[config.mk]
export PLATFORM = sky130hd
export DESIGN_NAME = variable_length_address_decoder
export DESIGN_NICKNAME = d
export VERILOG_FILES = /design/src/rtl/vlad_pkg.sv /design/src/rtl/variable_length_address_decoder.sv /design/src/rtl/vlad_front.sv /design/src/rtl/vlad_fifo.sv /design/src/rtl/vlad_back.sv
export SDC_FILE = /design/constraint.sdc
export NUM_CORES = 1
export LEC_CHECK = 0
export BUFFER_PORTS_ARGS = -buffer_cell sky130_fd_sc_hd__buf_2
export CORE_AREA = 8 8 130 181
export CTS_CLUSTER_SIZE = 20
export DETAILED_ROUTE_END_ITERATION = 12
export DIE_AREA = 0 0 138 189
export PLACE_DENSITY = 0.78
export SYNTH_ARGS = -nofsm -noshare
export SYNTH_HDL_FRONTEND = slang
export SYNTH_SLANG_ARGS = --single-unit
[constraint.sdc]
create_clock -name clk -period 7.2 [get_ports clk]
set_clock_uncertainty 0.2 [all_clocks]
set_input_delay 0.36 -clock clk [delete_from_list [all_inputs] [get_ports clk]]
set_output_delay 0.36 -clock clk [all_outputs]
set_load 0.03 [all_outputs]
[src/rtl/vlad_pkg.sv]
// vlad_pkg: shared types, status codes and lead-byte classification
// for the variable-length address decoder. No dependencies.
`default_nettype none
package vlad_pkg;

    localparam int AddrW = 64;
    localparam int LenW  = 4;
    localparam int StW   = 3;

    localparam logic [StW-1:0] ST_OK      = 3'd0;
    localparam logic [StW-1:0] ST_BAD_LEAD = 3'd1;
    localparam logic [StW-1:0] ST_LOW_2B  = 3'd2;
    localparam logic [StW-1:0] ST_LOW_3B  = 3'd3;
    localparam logic [StW-1:0] ST_LOW_5B  = 3'd4;
    localparam logic [StW-1:0] ST_LOW_7B  = 3'd5;

    localparam logic [7:0] EIGHT_LEAD_RST = 8'hFE;

    // One finished address handed from the front to the back.
    typedef struct packed {
        logic [AddrW-1:0] addr;
        logic [LenW-1:0]  len;
        logic             bad;
    } vlad_rec_t;

    // Address length selected by a lead byte, 0 for an unknown lead.
    function automatic logic [LenW-1:0] lead_length(input logic [7:0] lead,
                                                    input logic [7:0] eight_lead);
        logic [LenW-1:0] len;
        begin
            if (lead <= 8'hDC)
                len = 4'd1;
            else if (lead <= 8'hF0 || lead == 8'hFF)
                len = 4'd2;
            else if (lead == 8'hF1)
                len = 4'd3;
            else if (lead == 8'hF2)
                len = 4'd5;
            else if (lead == 8'hF3)
                len = 4'd7;
            else if (lead == eight_lead)
                len = 4'd8;
            else
                len = 4'd0;
            return len;
        end
    endfunction

endpackage
`default_nettype wire

[src/rtl/variable_length_address_decoder.sv]
// variable_length_address_decoder: top level of the address decoder.
// Depends on vlad_pkg, vlad_front, vlad_fifo and vlad_back.
//
//  channel   dir  handshake            payload
//  s_*       in   s_tvalid / s_tready  tdata: data_byte; tuser: start_of_address
//  m_*       out  m_tvalid / m_tready  tdata: addr_bytes, addr_size, status;
//                                      tuser: is_public, is_any, is_local
//  cfg_*     in   cfg_valid/cfg_ready  cfg_data: eight_byte_lead
//
// One byte per cycle is accepted while the queue is not full. A result passes
// from the front into a queue entry, then into the back output register.
// Input stalls only when the two-entry queue is full, i.e. when the result
// side has been held off. Reset clears the gather state,
// the queue and the output valid, and loads eight_byte_lead with 0xFE.
// Config writes are always taken (cfg_ready tied high).
`default_nettype none
module variable_length_address_decoder import vlad_pkg::*;
(
    input  wire logic        clk,
    input  wire logic        rst_n,
    input  wire logic        s_tvalid,
    output      logic        s_tready,
    input  wire logic [7:0]  s_tdata,   // [7:0] data_byte
    input  wire logic [0:0]  s_tuser,   // [0] start_of_address
    output      logic        m_tvalid,
    input  wire logic        m_tready,
    output      logic [71:0] m_tdata,   // [63:0] addr_bytes, [67:64] addr_size,
                                        // [70:68] status, [71] zero
    output      logic [2:0]  m_tuser,   // [0] is_public, [1] is_any, [2] is_local
    input  wire logic        cfg_valid,
    output      logic        cfg_ready,
    input  wire logic [7:0]  cfg_data   // eight_byte_lead
);

    logic             in_acc;
    logic             push, pop, full, not_empty;
    vlad_rec_t        push_rec, head;
    logic [AddrW-1:0] addr_bytes;
    logic [LenW-1:0]  addr_size;
    logic [StW-1:0]   status;
    logic             is_public, is_any, is_local;

    assign cfg_ready = 1'b1;
    // Ready depends only on queue occupancy, never on s_tvalid.
    assign s_tready  = !full;
    assign in_acc    = s_tvalid && s_tready;

    vlad_front u_front
    (
        .clk              (clk),
        .rst_n            (rst_n),
        .cfg_we           (cfg_valid),
        .cfg_data         (cfg_data),
        .in_acc           (in_acc),
        .data_byte        (s_tdata),
        .start_of_address (s_tuser[0]),
        .push             (push),
        .push_rec         (push_rec)
    );

    vlad_fifo u_fifo
    (
        .clk       (clk),
        .rst_n     (rst_n),
        .push      (push),
        .push_rec  (push_rec),
        .pop       (pop),
        .full      (full),
        .not_empty (not_empty),
        .head      (head)
    );

    vlad_back u_back
    (
        .clk        (clk),
        .rst_n      (rst_n),
        .rec_valid  (not_empty),
        .rec        (head),
        .pop        (pop),
        .out_valid  (m_tvalid),
        .out_ready  (m_tready),
        .addr_bytes (addr_bytes),
        .addr_size  (addr_size),
        .status     (status),
        .is_public  (is_public),
        .is_any     (is_any),
        .is_local   (is_local)
    );

    assign m_tdata = {1'b0, status, addr_size, addr_bytes};
    assign m_tuser = {is_local, is_any, is_public};

endmodule
`default_nettype wire

[src/rtl/vlad_front.sv]
// vlad_front: accepts header bytes, classifies lead bytes and gathers
// address bytes; pushes one record per finished address. Uses vlad_pkg.
`default_nettype none
module vlad_front import vlad_pkg::*;
(
    input  wire logic            clk,
    input  wire logic            rst_n,
    input  wire logic            cfg_we,
    input  wire logic [7:0]      cfg_data,
    input  wire logic            in_acc,
    input  wire logic [7:0]      data_byte,
    input  wire logic            start_of_address,
    output      logic            push,
    output      vlad_rec_t       push_rec
);

    logic [7:0]       eight_lead_reg;
    logic [AddrW-1:0] gathered_reg, gathered_next;
    logic [LenW-1:0]  seen_reg, seen_next;
    logic [LenW-1:0]  exp_reg, exp_next;
    logic             collecting_reg, collecting_next;
    logic [LenW-1:0]  lead_len;
    logic [AddrW-1:0] merged;
    logic [LenW-1:0]  seen_inc;

    assign lead_len = lead_length(data_byte, eight_lead_reg);
    assign seen_inc = seen_reg + 4'd1;

    // Drop the new byte into the lane picked by the byte count.
    always_comb
    begin
        merged = gathered_reg;
        for (int k = 1; k < 8; k++)
        begin
            if (seen_reg[2:0] == 3'(k))
                merged[AddrW-1-8*k -: 8] = data_byte;
        end
    end

    always_comb
    begin
        gathered_next   = gathered_reg;
        seen_next       = seen_reg;
        exp_next        = exp_reg;
        collecting_next = collecting_reg;
        push            = 1'b0;
        push_rec.addr   = merged;
        push_rec.len    = exp_reg;
        push_rec.bad    = 1'b0;
        if (in_acc)
        begin
            if (start_of_address)
            begin
                gathered_next = {data_byte, {(AddrW-8){1'b0}}};
                seen_next     = 4'd1;
                exp_next      = lead_len;
                push_rec.addr = {data_byte, {(AddrW-8){1'b0}}};
                push_rec.len  = lead_len;
                if (lead_len == 4'd0)
                begin
                    collecting_next = 1'b0;
                    push            = 1'b1;
                    push_rec.addr   = '0;
                    push_rec.bad    = 1'b1;
                end
                else if (lead_len == 4'd1)
                begin
                    collecting_next = 1'b0;
                    push            = 1'b1;
                end
                else
                begin
                    collecting_next = 1'b1;
                end
            end
            else if (collecting_reg)
            begin
                gathered_next = merged;
                seen_next     = seen_inc;
                if (seen_inc >= exp_reg)
                begin
                    collecting_next = 1'b0;
                    push            = 1'b1;
                end
            end
        end
    end

    always_ff @(posedge clk or negedge rst_n)
    begin
        if (!rst_n)
        begin
            eight_lead_reg <= EIGHT_LEAD_RST;
            seen_reg       <= '0;
            exp_reg        <= '0;
            collecting_reg <= 1'b0;
        end
        else
        begin
            if (cfg_we)
                eight_lead_reg <= cfg_data;
            seen_reg       <= seen_next;
            exp_reg        <= exp_next;
            collecting_reg <= collecting_next;
        end
    end

    always_ff @(posedge clk)
    begin
        gathered_reg <= gathered_next;
    end

endmodule
`default_nettype wire

[src/rtl/vlad_fifo.sv]
// vlad_fifo: two-entry record queue between front and back.
// Uses vlad_pkg for the record type.
`default_nettype none
module vlad_fifo import vlad_pkg::*;
(
    input  wire logic      clk,
    input  wire logic      rst_n,
    input  wire logic      push,
    input  wire vlad_rec_t push_rec,
    input  wire logic      pop,
    output      logic      full,
    output      logic      not_empty,
    output      vlad_rec_t head
);

    vlad_rec_t  ent_reg [2];
    logic       wr_ptr_reg, rd_ptr_reg;
    logic [1:0] count_reg;

    assign full      = (count_reg == 2'd2);
    assign not_empty = (count_reg != 2'd0);
    assign head      = ent_reg[rd_ptr_reg];

    always_ff @(posedge clk or negedge rst_n)
    begin
        if (!rst_n)
        begin
            wr_ptr_reg <= 1'b0;
            rd_ptr_reg <= 1'b0;
            count_reg  <= 2'd0;
        end
        else
        begin
            if (push)
                wr_ptr_reg <= ~wr_ptr_reg;
            if (pop)
                rd_ptr_reg <= ~rd_ptr_reg;
            if (push && !pop)
                count_reg <= count_reg + 2'd1;
            else if (pop && !push)
                count_reg <= count_reg - 2'd1;
        end
    end

    always_ff @(posedge clk)
    begin
        if (push)
            ent_reg[wr_ptr_reg] <= push_rec;
    end

endmodule
`default_nettype wire

[src/rtl/vlad_back.sv]
// vlad_back: range checks and flag decode on finished addresses, with
// the output register of the result channel. Uses vlad_pkg.
`default_nettype none
module vlad_back import vlad_pkg::*;
(
    input  wire logic             clk,
    input  wire logic             rst_n,
    input  wire logic             rec_valid,
    input  wire vlad_rec_t        rec,
    output      logic             pop,
    output      logic             out_valid,
    input  wire logic             out_ready,
    output      logic [AddrW-1:0] addr_bytes,
    output      logic [LenW-1:0]  addr_size,
    output      logic [StW-1:0]   status,
    output      logic             is_public,
    output      logic             is_any,
    output      logic             is_local
);

    logic             valid_reg;
    logic [AddrW-1:0] addr_reg;
    logic [LenW-1:0]  len_reg;
    logic [StW-1:0]   st_reg, st_next;
    logic             pub_reg, any_reg, loc_reg;
    logic [7:0]       b0, b1, b2;
    logic             two, pub_next;

    assign b0       = rec.addr[63:56];
    assign b1       = rec.addr[55:48];
    assign b2       = rec.addr[47:40];
    assign two      = (rec.len == 4'd2);
    assign pub_next = two && (b0 == 8'hFF);

    always_comb
    begin
        st_next = ST_OK;
        if (rec.bad)
            st_next = ST_BAD_LEAD;
        else if (two && b0 != 8'hFF)
        begin
            if (!(b0 > 8'hDD || b1 >= 8'hDD))
                st_next = ST_LOW_2B;
        end
        else if (rec.len == 4'd3)
        begin
            if (b1 < 8'h14)
                st_next = ST_LOW_3B;
        end
        else if (rec.len == 4'd5)
        begin
            if (b1 == 8'h00 && b2 == 8'h00)
                st_next = ST_LOW_5B;
        end
        else if (rec.len == 4'd7)
        begin
            if (b1 == 8'h00 && b2 == 8'h00)
                st_next = ST_LOW_7B;
        end
    end

    assign pop = rec_valid && (!valid_reg || out_ready);

    always_ff @(posedge clk or negedge rst_n)
    begin
        if (!rst_n)
            valid_reg <= 1'b0;
        else if (pop)
            valid_reg <= 1'b1;
        else if (out_ready)
            valid_reg <= 1'b0;
    end

    always_ff @(posedge clk)
    begin
        if (pop)
        begin
            addr_reg <= rec.addr;
            len_reg  <= rec.len;
            st_reg   <= st_next;
            pub_reg  <= pub_next;
            any_reg  <= pub_next && (b1 == 8'h09);
            loc_reg  <= pub_next && (b1 == 8'h00);
        end
    end

    assign out_valid  = valid_reg;
    assign addr_bytes = addr_reg;
    assign addr_size  = len_reg;
    assign status     = st_reg;
    assign is_public  = pub_reg;
    assign is_any     = any_reg;
    assign is_local   = loc_reg;

endmodule
`default_nettype wire

Word-level counts from Yosys, hierarchy flattened

Memories as Yosys holds them, arrays and structs flattened.
Cells that the tools add are included.

Latch bits: 0
Output and inout bits: 78
Register bits after elaboration: 160
Memories kept: 1
Bits in read-only memories: 0
Memory bits (writable): 138

Memory list:

| name           | words | bits a word | read ports | clocked after memory_dff | write ports | line            | source |
|---|---|---|---|---|---|---|---|
| u_fifo.ent_reg | 2     | 69          | 1          | 0                        | 1           | vlad_fifo.sv:16 | `vlad_rec_t ent_reg [2];` |

Div/mod/pow operators: 0
Bitwise logic cells: 2
Reduce and logical (&&, ||, !) cells: 25
Multiplexer cells: 46
Equal/unequal tests: 21
$add $sub $neg: 3
$mul: 0
Shift operators: 0
Magnitude comparators: 6

Operator list:

| kind                                                                          | number |
|---|---|
| 69-bit two-way mux                                                            | 2 |
| 64-bit two-way mux                                                            | 2 |
| 56-bit two-way mux                                                            | 1 |
| 8-bit two-way mux                                                             | 7 |
| 8-bit == test (second input constant)                                         | 5 |
| 4-bit two-way mux                                                             | 8 |
| 3-bit two-way mux                                                             | 6 |
| 8-bit less-or-equal comparator (second input constant)                        | 2 |
| 8-bit logical NOT                                                             | 2 |
| 1-bit two-way mux                                                             | 16 |
| 3-bit == test (second input constant)                                         | 4 |
| 1-bit logical AND                                                             | 9 |
| 4-bit by 2-bit == test with 1-bit output (second input constant)              | 2 |
| 4-bit by 3-bit == test with 1-bit output (second input constant)              | 2 |
| 8-bit by 4-bit == test with 1-bit output (second input constant)              | 1 |
| 8-bit == test                                                                 | 1 |
| 8-bit greater-or-equal comparator (second input constant)                     | 1 |
| 8-bit > comparator (second input constant)                                    | 1 |
| 8-bit by 5-bit less-than comparator with 1-bit output (second input constant) | 1 |
| 2-bit two-way mux                                                             | 4 |
| 8-bit != test (second input constant)                                         | 1 |
| 2-bit nonzero test                                                            | 4 |
| 3-bit by 2-bit == test with 1-bit output (second input constant)              | 2 |
| 4-bit by 1-bit adder with 4-bit output (second input constant)                | 1 |
| 11 further kinds                                                              | 18 |

Logic depth before layout (Yosys ltp)

Gate-level depths: netlist of run 1.

Word-level depth: 16
Depth in mapped cells: 13
Gate-level depth less buffers: 12

Hierarchy

A second synthesis of run 1 with hierarchy kept.

Cells, all modules: 754
Area total of the unflattened synthesis: 12315.6 um^2

By module, submodules not included:

| module                          | seq. area each (um^2) | cells an instance | area an instance (um^2) | times used |
|---|---|---|---|---|
| vlad_fifo                       | 4244.1                | 231               | 5520.3                  | 1 |
| vlad_front                      | 2356.0                | 406               | 4285.4                  | 1 |
| vlad_back                       | 2247.2                | 108               | 2454.9                  | 1 |
| variable_length_address_decoder | 0.0                   | 9                 | 55.1                    | 1 |

Worst setup path before layout of run 1

OpenSTA, ideal clock, no wires.

Path kind: register -> register
Start: register u_front.seen_reg[0]
End: memory u_fifo.ent_reg[0][0] in the netlist's numbering, enable pin
Path buffers: 0
Data arrival time: 4.988 ns
Path slack: 1.492 ns
Required time: 6.481 ns
Cell stages (with the launch flop): 9
Clock period less this slack: 5.708 ns
Path through: dfrtp_1 -> ha_1 -> ha_1 -> inv_1 -> ha_1 -> nand2_1 -> o21ai_0 -> nand2_1 -> a21oi_1

Cells in the longest elaborated chain, start to end: 8

Ends and longest elaborated chain:

| item                                    | line              | source |
|---|---|---|
| start: declaration                      | vlad_front.sv:19  | `logic [LenW-1:0] seen_reg, seen_next;` |
| start signal: assignment                | vlad_front.sv:102 | `seen_reg <= seen_next;` |
| 4-bit by 1-bit adder with 4-bit output  | vlad_front.sv:27  | `assign seen_inc = seen_reg + 4'd1;` |
| 4-bit greater-or-equal comparator       | vlad_front.sv:80  | `if (seen_inc >= exp_reg)` |
| 1-bit two-way mux                       | vlad_front.sv:80  |  |
| 1-bit two-way mux                       | vlad_front.sv:76  | `else if (collecting_reg)` |
| 1-bit two-way mux                       | vlad_front.sv:52  | `if (start_of_address)` |
| 1-bit two-way mux                       | vlad_front.sv:50  | `if (in_acc)` |
| 1-bit two-way mux                       | vlad_fifo.sv:47   | `if (push)` |
| 1-bit two-way mux (implied by the code) | vlad_fifo.sv:48   | `ent_reg[wr_ptr_reg] <= push_rec;` |
| end: declaration                        | vlad_fifo.sv:16   |  |

No other way between the ends.

Worst setup path in the final report of run 1

Start: register u_front.seen_reg[0]
End: memory u_fifo.ent_reg[0][46] in the netlist's numbering, enable pin

The elaborated chain is that of the path after synthesis.

==> results of run 1 <==
Yosys cell counts, types with 3 or more instances:
master,number
mux2_2,72
a21oi_1,18
dfstp_2,7
mux2i_1,55
nand3_1,12
xnor2_1,8
nand2_1,39
buf_6,3
buf_4,6
o31ai_2,3
nor2_1,136
dfrtp_1,15
inv_1,16
and2_1,11
nand2b_1,5
ha_1,11
edfxtp_1,276
nor3_1,8
nand4_1,3
buf_2,18
clkbuf_1,19
o21ai_0,16
o21ai_1,10
through the flow:
| step | util (%) | power, W | setup WS (ns) | hold WS (ns) | cells |
|---|---|---|---|---|---|
| floorplan | - | 0.00376 | 1.49 | -0.136 | 816 |
| global placement | 62.2 | 0.00412 | 3.43 | 0.154 | 1135 |
| finish | 66.8 | 0.00553 | 3.32 | 0.0152 | 1191 |
| detailed placement | 62.2 | 0.00416 | 3.29 | 0.157 | 1135 |
| global route | 66.8 | 0.00577 | 3.02 | 0.00911 | 1191 |
| CTS | 66.8 | 0.00558 | 3.27 | 0.0141 | 1191 |
worst max path at each step:
stage | start | endpoint | slack [ns] | depth (start not counted)
finish | u_front.seen_reg[0]$_DFFE_PN0P_ | u_fifo.ent_reg[0][46]$_DFFE_PP_ | 3.32 | 9
detailed placement | u_front.seen_reg[0]$_DFFE_PN0P_ | u_fifo.ent_reg[0][30]$_DFFE_PP_ | 3.29 | 9
global placement | u_front.seen_reg[0]$_DFFE_PN0P_ | u_fifo.ent_reg[0][8]$_DFFE_PP_ | 3.43 | 9
floorplan | u_front.seen_reg[0]$_DFFE_PN0P_ | u_fifo.ent_reg[0][0]$_DFFE_PP_ | 1.49 | 8
global route | u_front.seen_reg[0]$_DFFE_PN0P_ | u_fifo.ent_reg[0][33]$_DFFE_PP_ | 3.02 | 9
CTS | u_front.seen_reg[0]$_DFFE_PN0P_ | u_fifo.ent_reg[0][33]$_DFFE_PP_ | 3.27 | 9
final cells by class:
cell class | count | area share (%)
inverters | 17 | 0.459
repair buffers | 115 | 4.64
clock buffers | 29 | 4.91
well taps | 260 | 2.34
multi-input cells | 455 | 22.7
clock inverters | 17 | 1.27
flip-flops and latches | 298 | 63.7
worst min-delay path, stage by stage:
cell      delay (ns)
buf_2           0.07
nand2b_1        0.16
nand2_1         0.10
what timing repair did:
action | 4_1_cts | 5_1_grt
resized for setup | 0 | 0
setup endpoints to repair | 0 | 0
endpoints found under the hold margin | 31 | 0
hold buffers | 10 | 0
metal layers:
metal	global-route usage, %	share of wire, %	vias up
li1	-	-	3178
met2	30.6	51	244
met5	0	0	-
met3	2.96	6.1	72
met1	20.3	39	3327
met4	8.22	4.2	0
logic make-up (layout without fill, tap and decap cells):
kind of cell	after synthesis	after routing
AO/OA/AOI/OAI	69	69
XOR/XNOR	10	10
AND/OR/NAND/NOR	236	236
adder cells (fa/ha/maj)	11	11
buffers and inverters	63	178
flip-flops	298	298
other	2	2
multiplexers	127	127
power by group:
part | internal, W | switching (W)
Clock | 0.000822 | 0.000593
Sequential | 0.00245 | 0.000153
Combinational | 0.000490 | 0.00103
==> metrics.md, run 1 <==
| Metric | Value |
|---|---|
| Total Routed Length | about 23000 um |
| Number of nets in the final layout | around 950 |
| Type of element launching the critical path | flip-flop |
| Antenna-violating nets left | 0 |
| Net count of the mapped netlist | 849 |
| Number of antenna violations at the first check in global routing | 0 |
| Worst path max stage delay | ~0.67 ns |
| Shortest clock period the worst path allows after layout | 3.88 ns |
| Most used cell, CP | ha_1 |
| Top-area cell type share of the netlist area | 67.5% |
| Max H-tree Level | 1 |
| Flip-flop and latch count after synthesis | 298 |
| Startpoint of the worst-slack reg-to-reg timing path | u_front.seen_reg[0]$_DFFE_PN0P_ |
| Setup violators final | 0 |
| Most frequently used flop master after synthesis | edfxtp_1 |
| Yosys warns | 0 |
| Count of endpoints failing hold in the final timing report | 0 |
| Remaining global-route overflow | 0 |
| Adder-cell share of the synthesized area | 1.12% |
| Buffers added on ports | 97 |
| I/O pin cnt | 100 |
| Synth Area in Simple Gates | 8.76% |
| Clock root buffer | clkbuf_16 |
| Post-synthesis cell type with the largest combined area | edfxtp_1 |
| Hold Crit Endpoint | u_back.out_valid$_DFFE_PN0P_ |
| Global-route wire length before repair | approximately 37000 um |
| Clock transition at the register clock pins on the worst setup and hold paths after CTS | 0.07 ns |
| Most used cells in the layout excluding fill and tap cells | edfxtp_1 (276), nor2_1 (135), buf_2 (97), mux2_2 (72), mux2i_1 (55) |
| IR Drop Worst-Case VDD | 0.341 mV |
| Row cnt | 63 |
| Largest net degree at the start of global routing | 79 |
| Fillers | 1470 |
| Initial core utilization | 59.0% |
| Share of final-layout standard cells stronger than drive strength 1 | approximately 26% |
| Count of flip-flops with a built-in enable after synthesis | 276 |
| Least-Margin Pin Slew | 0.999 ns |
| Worst hold path cell count | 3 |
| Max FFs per register | 138 |
| Final GP Congestion | 0.819 |
| Capture point of the worst reg-to-reg path | u_fifo.ent_reg[0][46]$_DFFE_PP_ |
| Clock latency on the worst-skew pair | around 0.53 ns |
| Highest net fanout along the worst path | 49 |
| Multi-input combinational cell area | 3160 sq um |
| Unrepaired setup endpoints after global routing | false |
| Final number of max-transition violations | 0 |
| Synth top area cells | edfxtp_1 (67%), mux2_2 (6.6%), mux2i_1 (4.5%) |
| Max_cap viols | 0 |
| Worst R2R Setup Slack | approximately 3.3 ns |
| Main combinational cell family by area after synthesis | multiplexers |
| TritonCTS clock tree | yes |
| Final total negative setup slack | 0 ns |
| Post-CTS Repair Setup Buffers | 0 |
| Critical Path AT | about 3.8 ns |
| Post-synthesis instance area | 12300 sq um |
| Area of all placed cells without fillers | between 10000 and 15000 sq um |
| Number of DRC markers after the initial detailed-route iteration | 442 |
| Endpoint type of the worst setup path | flip-flop |
| Endpoint required time on the critical path | 7.15 ns |
| Number of global-route vias before repair | approximately 7000 |
| Area after detailed placement | 12900 sq um |
| Clock Path Buffers | 3 |
| Area of the core | approximately 21000 sq um |
| Die Height | 189 um |
| Number of distinct standard cells referenced by the synthesized netlist | 63 |
| Hold Path Class | in2reg |
| Register area | 8850 sq um |
| Ratio of routed vias to standard cells | 5.73 |
| Multiplexer area fraction after synthesis | 11.1% |
| Result of the run | completed |
| Tot GR Track Use | 17.4% |
| Max transition margin | 33.2% |
| Horizontal die dimension | around 140 um |
| List of cells traversed by the critical path | ha_1, ha_1, inv_1, ha_1, nand2_1, o21ai_0, nand2_1, a21oi_4, buf_4 |
| CP max stage cell | buf_4 |
| Final critical-path share of the clock period | 53.9% |
| Power density of the placed cells | roughly 400 nW/um^2 |
| Startpoint of the worst hold path | m_tready |
| Post-synthesis compound-gate area fraction | 3.73% |
| Synthesized instance count | 816 |
| Sequential area share after synthesis | just over 70% |
| DRC violations left | 0 |
| TritonCTS sink count | 298 |
| Upper clock frequency limit | about 260 MHz |
| Cell depth of the worst flop-to-flop path | 9 |
| Detailed Routing Iterations Pass 1 | 5 |
| Type of the setup path with the least slack | reg2reg |
| Post-DR wirelength/cell | 19.5 um |
| Worst path top cell family by delay | compound AO/OA/AOI/OAI gates |
| Critical path buffers and inverters | 2 |
| Async set or reset register ratio after synthesis | 7.38% |
| Die area | 26100 sq um |
| Detailed placer's ending HPWL | 14600 um |
| Num CTS Buffers | 27 |
| Number of vias in the routed layout | 6821 |
| Number of antenna diodes | 0 |
| Area overhead of the layout relative to synthesis | 13.2% |
| Area share of xor/xnor cells in the synthesized design | 0.713% |
| Post-Syn Area per Cell | roughly 15 sq um |
| Leakage power figure | 5.23 nW |
| Commonest non-fill, non-tap cell in the layout | edfxtp_1 |
Note: power is estimated with default switching activity, not from simulation.
==> inputs of run 2 (changes only) <==
--- a/config.mk
+++ b/config.mk
@@ -6,11 +6,11 @@
 export NUM_CORES = 1
 export LEC_CHECK = 0
 export BUFFER_PORTS_ARGS = -buffer_cell sky130_fd_sc_hd__buf_2
-export CORE_AREA = 8 8 130 181
+export CORE_AREA = 8 8 137 190
 export CTS_CLUSTER_SIZE = 20
 export DETAILED_ROUTE_END_ITERATION = 12
-export DIE_AREA = 0 0 138 189
-export PLACE_DENSITY = 0.78
+export DIE_AREA = 0 0 145 198
+export PLACE_DENSITY = 0.74
 export SYNTH_ARGS = -nofsm -noshare
 export SYNTH_HDL_FRONTEND = slang
 export SYNTH_SLANG_ARGS = --single-unit
==> constraint.sdc (replaced) <==
create_clock -name clk -period 3.34 [get_ports clk]
set_clock_uncertainty 0.2 [all_clocks]
set_input_delay 0.167 -clock clk [delete_from_list [all_inputs] [get_ports clk]]
set_output_delay 0.167 -clock clk [all_outputs]
set_load 0.03 [all_outputs]
==> run 2 against run 1 <==
Global-route usage fell by 1.2 points. Flip-flop and latch count did not move. Count of clock-buffer cells in the layout rose by 3. Critical path depth did not move. Sequential share of layout area fell by 1.3 points. Non-clock buffer count rose by 13. Die area rose by 10%. Fmax rose by 38%. Total power rose by 120%. Sequential power rose by 120%.
==> metrics.md, run 2 (same netlist as run 1, synthesis figures left out) <==
| Metric | Value |
|---|---|
| Post-route total power | approximately 0.012 W |
| Final GP Congestion | between 0.8 and 0.9 |
| Max FFs per register | 138 |
| Buffers added on ports | 97 |
| Most used cells in the layout excluding fill and tap cells | edfxtp_1 (276), nor2_1 (135), buf_2 (97), mux2_2 (72), mux2i_1 (55) |
| Die area | 28700 sq um |
| Shortest clock period the worst path allows after layout | 2.81 ns |
| Setup violators final | 0 |
| Largest net degree at the start of global routing | 79 |
| Number of global-route vias before repair | 6988 |
| Gr busiest metal | met2 |
| Area of the core | about 23000 sq um |
| Num CTS Buffers | 28 |
| Worst path top cell family by delay | adder cells |
| I/O pin cnt | 100 |
| Global-route wire length before repair | 37300 um |
| Type of the setup path with the least slack | reg2reg |
| Number of DRC markers after the initial detailed-route iteration | between 300 and 400 |
| Leakage power figure | 5.31 nW |
| Max transition margin | 44.4% |
| Worst path max stage delay | ~0.46 ns |
| Number of antenna violations at the first check in global routing | 0 |
| Clock transition at the register clock pins on the worst setup and hold paths after CTS | 0.07 ns |
| Area overhead of the layout relative to synthesis | 15.6% |
| GR Util met3 | 2.70% |
| Count of endpoints failing hold in the final timing report | 0 |
| Detailed placer's ending HPWL | 14900 um |
| IR Drop Worst-Case VDD | 0.591 mV |
| Commonest non-fill, non-tap cell in the layout | edfxtp_1 |
| Share of final-layout standard cells stronger than drive strength 1 | between 20% and 30% |
| Row cnt | 66 |
| Final total negative setup slack | 0 ns |
| Highest net fanout along the worst path | 69 |
| Post-DR wirelength/cell | between 15 and 20 um |
| Fillers | 1718 |
| Critical Path AT | 2.79 ns |
| Total Routed Length | 23600 um |
| Count of hold buffers inserted by post-cts repair | 22 |
| Detailed Routing Iterations Pass 1 | 5 |
| Type of element launching the critical path | flip-flop |
| Crit path depth | 9 |
| Max_cap viols | 0 |
| Antenna-violating nets left | 0 |
| Power density of the placed cells | 851 nW/um^2 |
| Least-Margin Pin Slew | 0.834 ns |
| Hold Path Class | in2reg |
| Initial core utilization | around 53% |
| Critical path buffers and inverters | 2 |
| Area of all placed cells without fillers | 14200 sq um |
| TritonCTS clock tree | yes |
| Post-CTS Repair Setup Buffers | 0 |
| Upper clock frequency limit | 355 MHz |
| Clock Path Buffers | 3 |
| Unrepaired setup endpoints after global routing | false |
| Number of nets in the final layout | 961 |
| Worst hold path cell count | 3 |
| Met1 global-route usage | 18.2% |
| Area after detailed placement | approximately 13000 sq um |
| Clock root buffer | clkbuf_16 |
| DRC violations left | 0 |
| Post-cts repair resize count | 0 |
| TritonCTS sink count | 298 |
| Number of vias in the routed layout | approximately 6700 |
| Tot GR Track Use | 16.2% |
| Endpoint required time on the critical path | 3.32 ns |
| Remaining global-route overflow | 0 |
| Horizontal die dimension | 145 um |
| Endpoint type of the worst setup path | flip-flop |
| Die Height | between 150 and 200 um |
| Final number of max-transition violations | 0 |
| GR Util met2 | 30.8% |
| Cell depth of the worst flop-to-flop path | 9 |
| CP max stage cell | dfrtp_1 |
| Clock latency on the worst-skew pair | roughly 0.53 ns |
| Number of antenna diodes | 0 |
| Final critical-path share of the clock period | a little over four fifths |
| Max H-tree Level | 1 |
| Result of the run | completed |
| List of cells traversed by the critical path | ha_2, ha_4, inv_2, ha_4, nand2_2, o21ai_2, nand2_2, a21oi_4, buf_12 |
| Ratio of routed vias to standard cells | around 5.4 |
run 2: final cells by class:
class                   count  area, sq um  area share, %
repair buffers            128          798           5.62
clock inverters            19          171           1.21
multi-input cells         455         3190           22.5
inverters                  17         63.8          0.449
well taps                 306          383           2.70
flip-flops and latches    298         8850           62.3
clock buffers              32          737           5.19
run 2: per-stage QoR:
stage	cells	util [%]	setup slack [ns]	hold WS [ns]
4_1_cts	1255	61.6	0.539	0.000200
6_report	1255	61.6	0.525	0.0140
5_1_grt	1255	61.6	0.425	0.00813
2_1_floorplan	816	-	0.00256	-0.329
3_5_place_dp	1182	56.7	0.582	-0.0288
3_3_place_gp	1182	56.7	0.620	-0.0334
run 2: worst min-delay path, stage by stage:
cell and delay [ns]:
buf_2 0.23, nand2_1 0.10, o21ai_1 0.07
run 2: per-layer routing:
metal / up-vias / wire length, um
met3: 34 / 1280
li1: 3227 / -
met1: 3293 / 9260
met2: 176 / 12600
met4: 0 / 472
met5: - / 0
run 2: final timing paths:
| kind | from | endpoint | slack, ns |
|---|---|---|---|
| worst min-delay path | s_tdata[4] | u_fifo.ent_reg[1][65]$_DFFE_PP_ | 0.01 |
| worst min register to register | u_back.out_valid$_DFFE_PN0P_ | u_back.out_valid$_DFFE_PN0P_ | 0.32 |
| worst max-delay path | u_front.seen_reg[0]$_DFFE_PN0P_ | u_fifo.ent_reg[0][66]$_DFFE_PP_ | 0.53 |
| max in group asynchronous | rst_n | u_fifo.rd_ptr_reg$_DFFE_PN0P_ | 1.67 |
| worst max register to register | u_front.seen_reg[0]$_DFFE_PN0P_ | u_fifo.ent_reg[0][66]$_DFFE_PP_ | 0.53 |
| min in group asynchronous | rst_n | u_front.eight_lead_reg[7]$_DFFE_PN1P_ | 0.02 |
run 2: power by group:
| part | internal [W] | switching, W | leakage (nW) |
|---|---|---|---|
| Combinational | 0.00113 | 0.00218 | 2.01 |
| Clock | 0.00181 | 0.00131 | 0.447 |
| Sequential | 0.00526 | 0.000388 | 2.85 |
| Total | 0.00820 | 0.00387 | 5.31 |
==> inputs of run 3 (changes only) <==
--- a/config.mk
+++ b/config.mk
@@ -5,12 +5,13 @@
 export SDC_FILE = /design/constraint.sdc
 export NUM_CORES = 1
 export LEC_CHECK = 0
+export ABC_AREA = 1
 export BUFFER_PORTS_ARGS = -buffer_cell sky130_fd_sc_hd__buf_2
-export CORE_AREA = 8 8 137 190
+export CORE_AREA = 8 8 130 181
 export CTS_CLUSTER_SIZE = 20
 export DETAILED_ROUTE_END_ITERATION = 12
-export DIE_AREA = 0 0 145 198
-export PLACE_DENSITY = 0.74
+export DIE_AREA = 0 0 138 189
+export PLACE_DENSITY = 0.78
 export SYNTH_ARGS = -nofsm -noshare
 export SYNTH_HDL_FRONTEND = slang
 export SYNTH_SLANG_ARGS = --single-unit
==> constraint.sdc (replaced) <==
create_clock -name clk -period 2.6 [get_ports clk]
set_clock_uncertainty 0.2 [all_clocks]
set_input_delay 0.13 -clock clk [delete_from_list [all_inputs] [get_ports clk]]
set_output_delay 0.13 -clock clk [all_outputs]
set_load 0.03 [all_outputs]
==> run 3 against run 2 <==
The run now ends with setup timing left. Area after synthesis hardly changed. Critical path depth up 3. Sequential power is 33% higher. Critical endpoint is now u_fifo.ent_reg[0][45]$_DFFE_PP_.
==> metrics.md, run 3 <==
| Metric | Value |
|---|---|
| I/O pin cnt | 100 |
| Critical Path AT | 2.72 ns |
| Buffers added on ports | a little under 100 |
| Number of antenna diodes | 0 |
| Unrepaired setup endpoints after global routing | true |
| Count of flip-flops with a built-in enable after synthesis | 276 |
| Num CTS Buffers | 26 |
| Commonest non-fill, non-tap cell in the layout | nand2_1 |
| Initial core utilization | 59.0% |
| Number of vias in the routed layout | roughly 8000 |
| Clock transition at the register clock pins on the worst setup and hold paths after CTS | 0.07 ns |
| Startpoint of the worst hold path | m_tready |
| Flip-flop and latch count after synthesis | 298 |
| Highest net fanout along the worst path | 15 |
| Critical path buffers and inverters | 5 |
| Most used cells in the layout excluding fill and tap cells | nand2_1 (284), edfxtp_1 (276), nor2_1 (128), buf_2 (97), inv_1 (88) |
| Final critical-path share of the clock period | 104% |
| Type of the setup path with the least slack | reg2reg |
| IR Drop Worst-Case VDD | between 0.9 and 1 mV |
| Worst setup path startpoint | u_front.seen_reg[1]$_DFFE_PN0P_ |
| Post-Place Setup Slack | -0.171 ns |
| Post-Syn Area per Cell | 11.5 sq um |
| Power density of the placed cells | 1190 nW/um^2 |
| Most frequently used flop master after synthesis | edfxtp_1 |
| Share of final-layout standard cells stronger than drive strength 1 | 21.6% |
| Clock root buffer | clkbuf_16 |
| Count of endpoints failing hold in the final timing report | 0 |
| Hold Crit Endpoint | u_back.out_valid$_DFFE_PN0P_ |
| Leading post-synthesis cells by instance count | nand2_1 (288), edfxtp_1 (276), nor2_1 (130) |
| Antenna-violating nets left | 0 |
| Top-area cell type share of the netlist area | about two thirds |
| Worst hold path cell count | 3 |
| Number of DRC markers after the initial detailed-route iteration | 630 |
| Sequential area share after synthesis | 72.0% |
| Max_cap viols | 0 |
| Area of all placed cells without fillers | 14900 sq um |
| Shortest clock period the worst path allows after layout | 2.69 ns |
| Horizontal die dimension | between 100 and 150 um |
| Upper clock frequency limit | 371 MHz |
| Endpoint required time on the critical path | 2.63 ns |
| Detailed Routing Iterations Pass 1 | 5 |
| Net count of the mapped netlist | 1101 |
| Max FFs per register | roughly 140 |
| Max transition margin | 44.1% |
| Final worst-path setup slack | -0.0943 ns |
| Final total negative setup slack | -8.57 ns |
| Global-route wire length before repair | 42800 um |
| Result of the run | finished, violations left |
| Max H-tree Level | 1 |
| List of cells traversed by the critical path | ha_2, ha_4, inv_4, ha_4, nand4_1, o2111ai_2, nand2_1, inv_2, nand3_2, clkinvlp_4, buf_12, buf_12 |
| Yosys warns | 0 |
| Non-filler instance count after layout | 1508 |
| Post-synthesis instance area | around 12000 sq um |
| Clock Path Buffers | 3 |
| Type of element launching the critical path | flip-flop |
| DRC violations left | 0 |
| Worst path top cell family by delay | adder cells |
| Die Height | between 150 and 200 um |
| Endpoint type of the worst setup path | flip-flop |
| Synth top area cells | edfxtp_1 (67%), nand2_1 (8.8%), nor2_1 (4.0%) |
| Multi-input combinational cell area | 3020 sq um |
| Number of antenna violations at the first check in global routing | 0 |
| Remaining global-route overflow | 0 |
| Worst path max stage delay | ~0.4 ns |
| Post-synthesis cell type with the largest combined area | edfxtp_1 |
| Most repeated cell in the gate-level netlist after synthesis | nand2_1 |
| Total Routed Length | 26600 um |
| TritonCTS sink count | between 200 and 300 |
| Area of the core | 20800 sq um |
| Number of distinct standard cells referenced by the synthesized netlist | 38 |
| Hold Path Class | in2reg |
| Cell total after placement | 1414 |
| Area after detailed placement | 13200 sq um |
| Largest net degree at the start of global routing | 70 |
| Least-Margin Pin Slew | 0.836 ns |
| Final GP Congestion | 0.807 |
| CP max stage cell | dfrtp_1 |
| Cell depth of the worst flop-to-flop path | 12 |
| Leakage power figure | 6.16 nW |
| Final number of max-transition violations | 0 |
| Fillers | 1371 |
| Setup violators final | 139 |
| Die area | 26100 sq um |
| Tot GR Track Use | between 20% and 30% |
| Detailed placer's ending HPWL | 15400 um |
| Register area | 8850 sq um |
| Synthesized instance count | ~1100 |
| Ratio of routed vias to standard cells | 5.38 |
| Clock latency on the worst-skew pair | 0.53 ns |
| Number of global-route vias before repair | roughly 8400 |
| Row cnt | between 60 and 70 |
| Async set or reset register ratio after synthesis | 7.38% |
| Area overhead of the layout relative to synthesis | 20.9% |
| Number of nets in the final layout | 1264 |
| Post-DR wirelength/cell | approximately 18 um |
| Worst R2R Setup Slack | -0.09 ns |
| Startpoint of the worst-slack reg-to-reg timing path | u_front.seen_reg[1]$_DFFE_PN0P_ |
| Violations in the final reports | setup timing |
| Post-layout utilization of the core | 71.4% |
| Capture point of the worst reg-to-reg path | u_fifo.ent_reg[0][45]$_DFFE_PP_ |
| TritonCTS clock tree | yes |
## run 3: worst register-to-register path, stage by stage (launching register included)
cell        delay, ns
dfrtp_1          0.40
ha_2             0.22
ha_4             0.28
inv_4            0.04
ha_4             0.25
nand4_1          0.12
o2111ai_2        0.11
nand2_1          0.11
inv_2            0.10
nand3_2          0.10
clkinvlp_4       0.17
buf_12           0.13
buf_12           0.15
## run 3: power breakdown
part           internal (W)  leakage, nW  switching [W]
combinational       0.00182         2.84        0.00426
sequential          0.00716         2.87       0.000374
clock               0.00248        0.443        0.00165
total                0.0115         6.16        0.00628
## run 3: cell type report
class	instances	area share [%]
clock inverters	17	1.60
clock buffers	28	4.57
multi-input cells	629	20.3
flip-flops and latches	298	59.6
inverters	99	2.56
well taps	260	2.19
repair buffers	177	9.17
## run 3: worst max path at each step
stage,end,slack (ns),cells after the start
final,u_fifo.ent_reg[0][45]$_DFFE_PP_,-0.09,12
after global routing,u_fifo.ent_reg[1][65]$_DFFE_PP_,-0.19,12
after CTS,u_fifo.ent_reg[1][34]$_DFFE_PP_,-0.02,12
after detailed placement,u_fifo.count_reg[1]$_DFFE_PN0P_,-0.17,14
after global placement,u_fifo.count_reg[1]$_DFFE_PN0P_,-0.12,14
after floorplan,u_fifo.ent_reg[1][0]$_DFFE_PP_,-0.95,8
## run 3: kinds of logic (layout without fill, tap and decap cells)
kind of cell	after synthesis	in the layout	synth area share, %
xor+xnor	4	4	0.285
fa+ha+maj	11	11	1.12
flops	298	298	72.0
buf+inv	141	321	4.77
other cells	2	2	0.0611
simple gates	513	513	17.5
mux	1	1	0.0815
compound gates	98	98	4.14
## run 3: timing repair
action	4_1_cts	5_1_grt
setup endpoints to repair	140	140
resized for setup	25	5
pin swaps	6	1
hold buffers	38	0
cloned	3	0
buffers inserted	8	0
endpoints found under the hold margin	87	0
## run 3: through the flow
step | hold WS, ns | total power (W)
4_1_cts | 0.174 | 0.0177
3_5_place_dp | -0.0671 | 0.0132
6_report | 0.265 | 0.0177
3_3_place_gp | -0.0759 | 0.0130
5_1_grt | 0.275 | 0.0186
2_1_floorplan | -0.366 | 0.0115
## run 3: per-layer routing
layer	track usage (%)	part of all wire [%]	up-vias
li1	-	-	3858
met4	9.85	4.1	0
met3	3.63	6.5	79
met5	0	0	-
met2	36.8	52	314
met1	22.3	37	3857
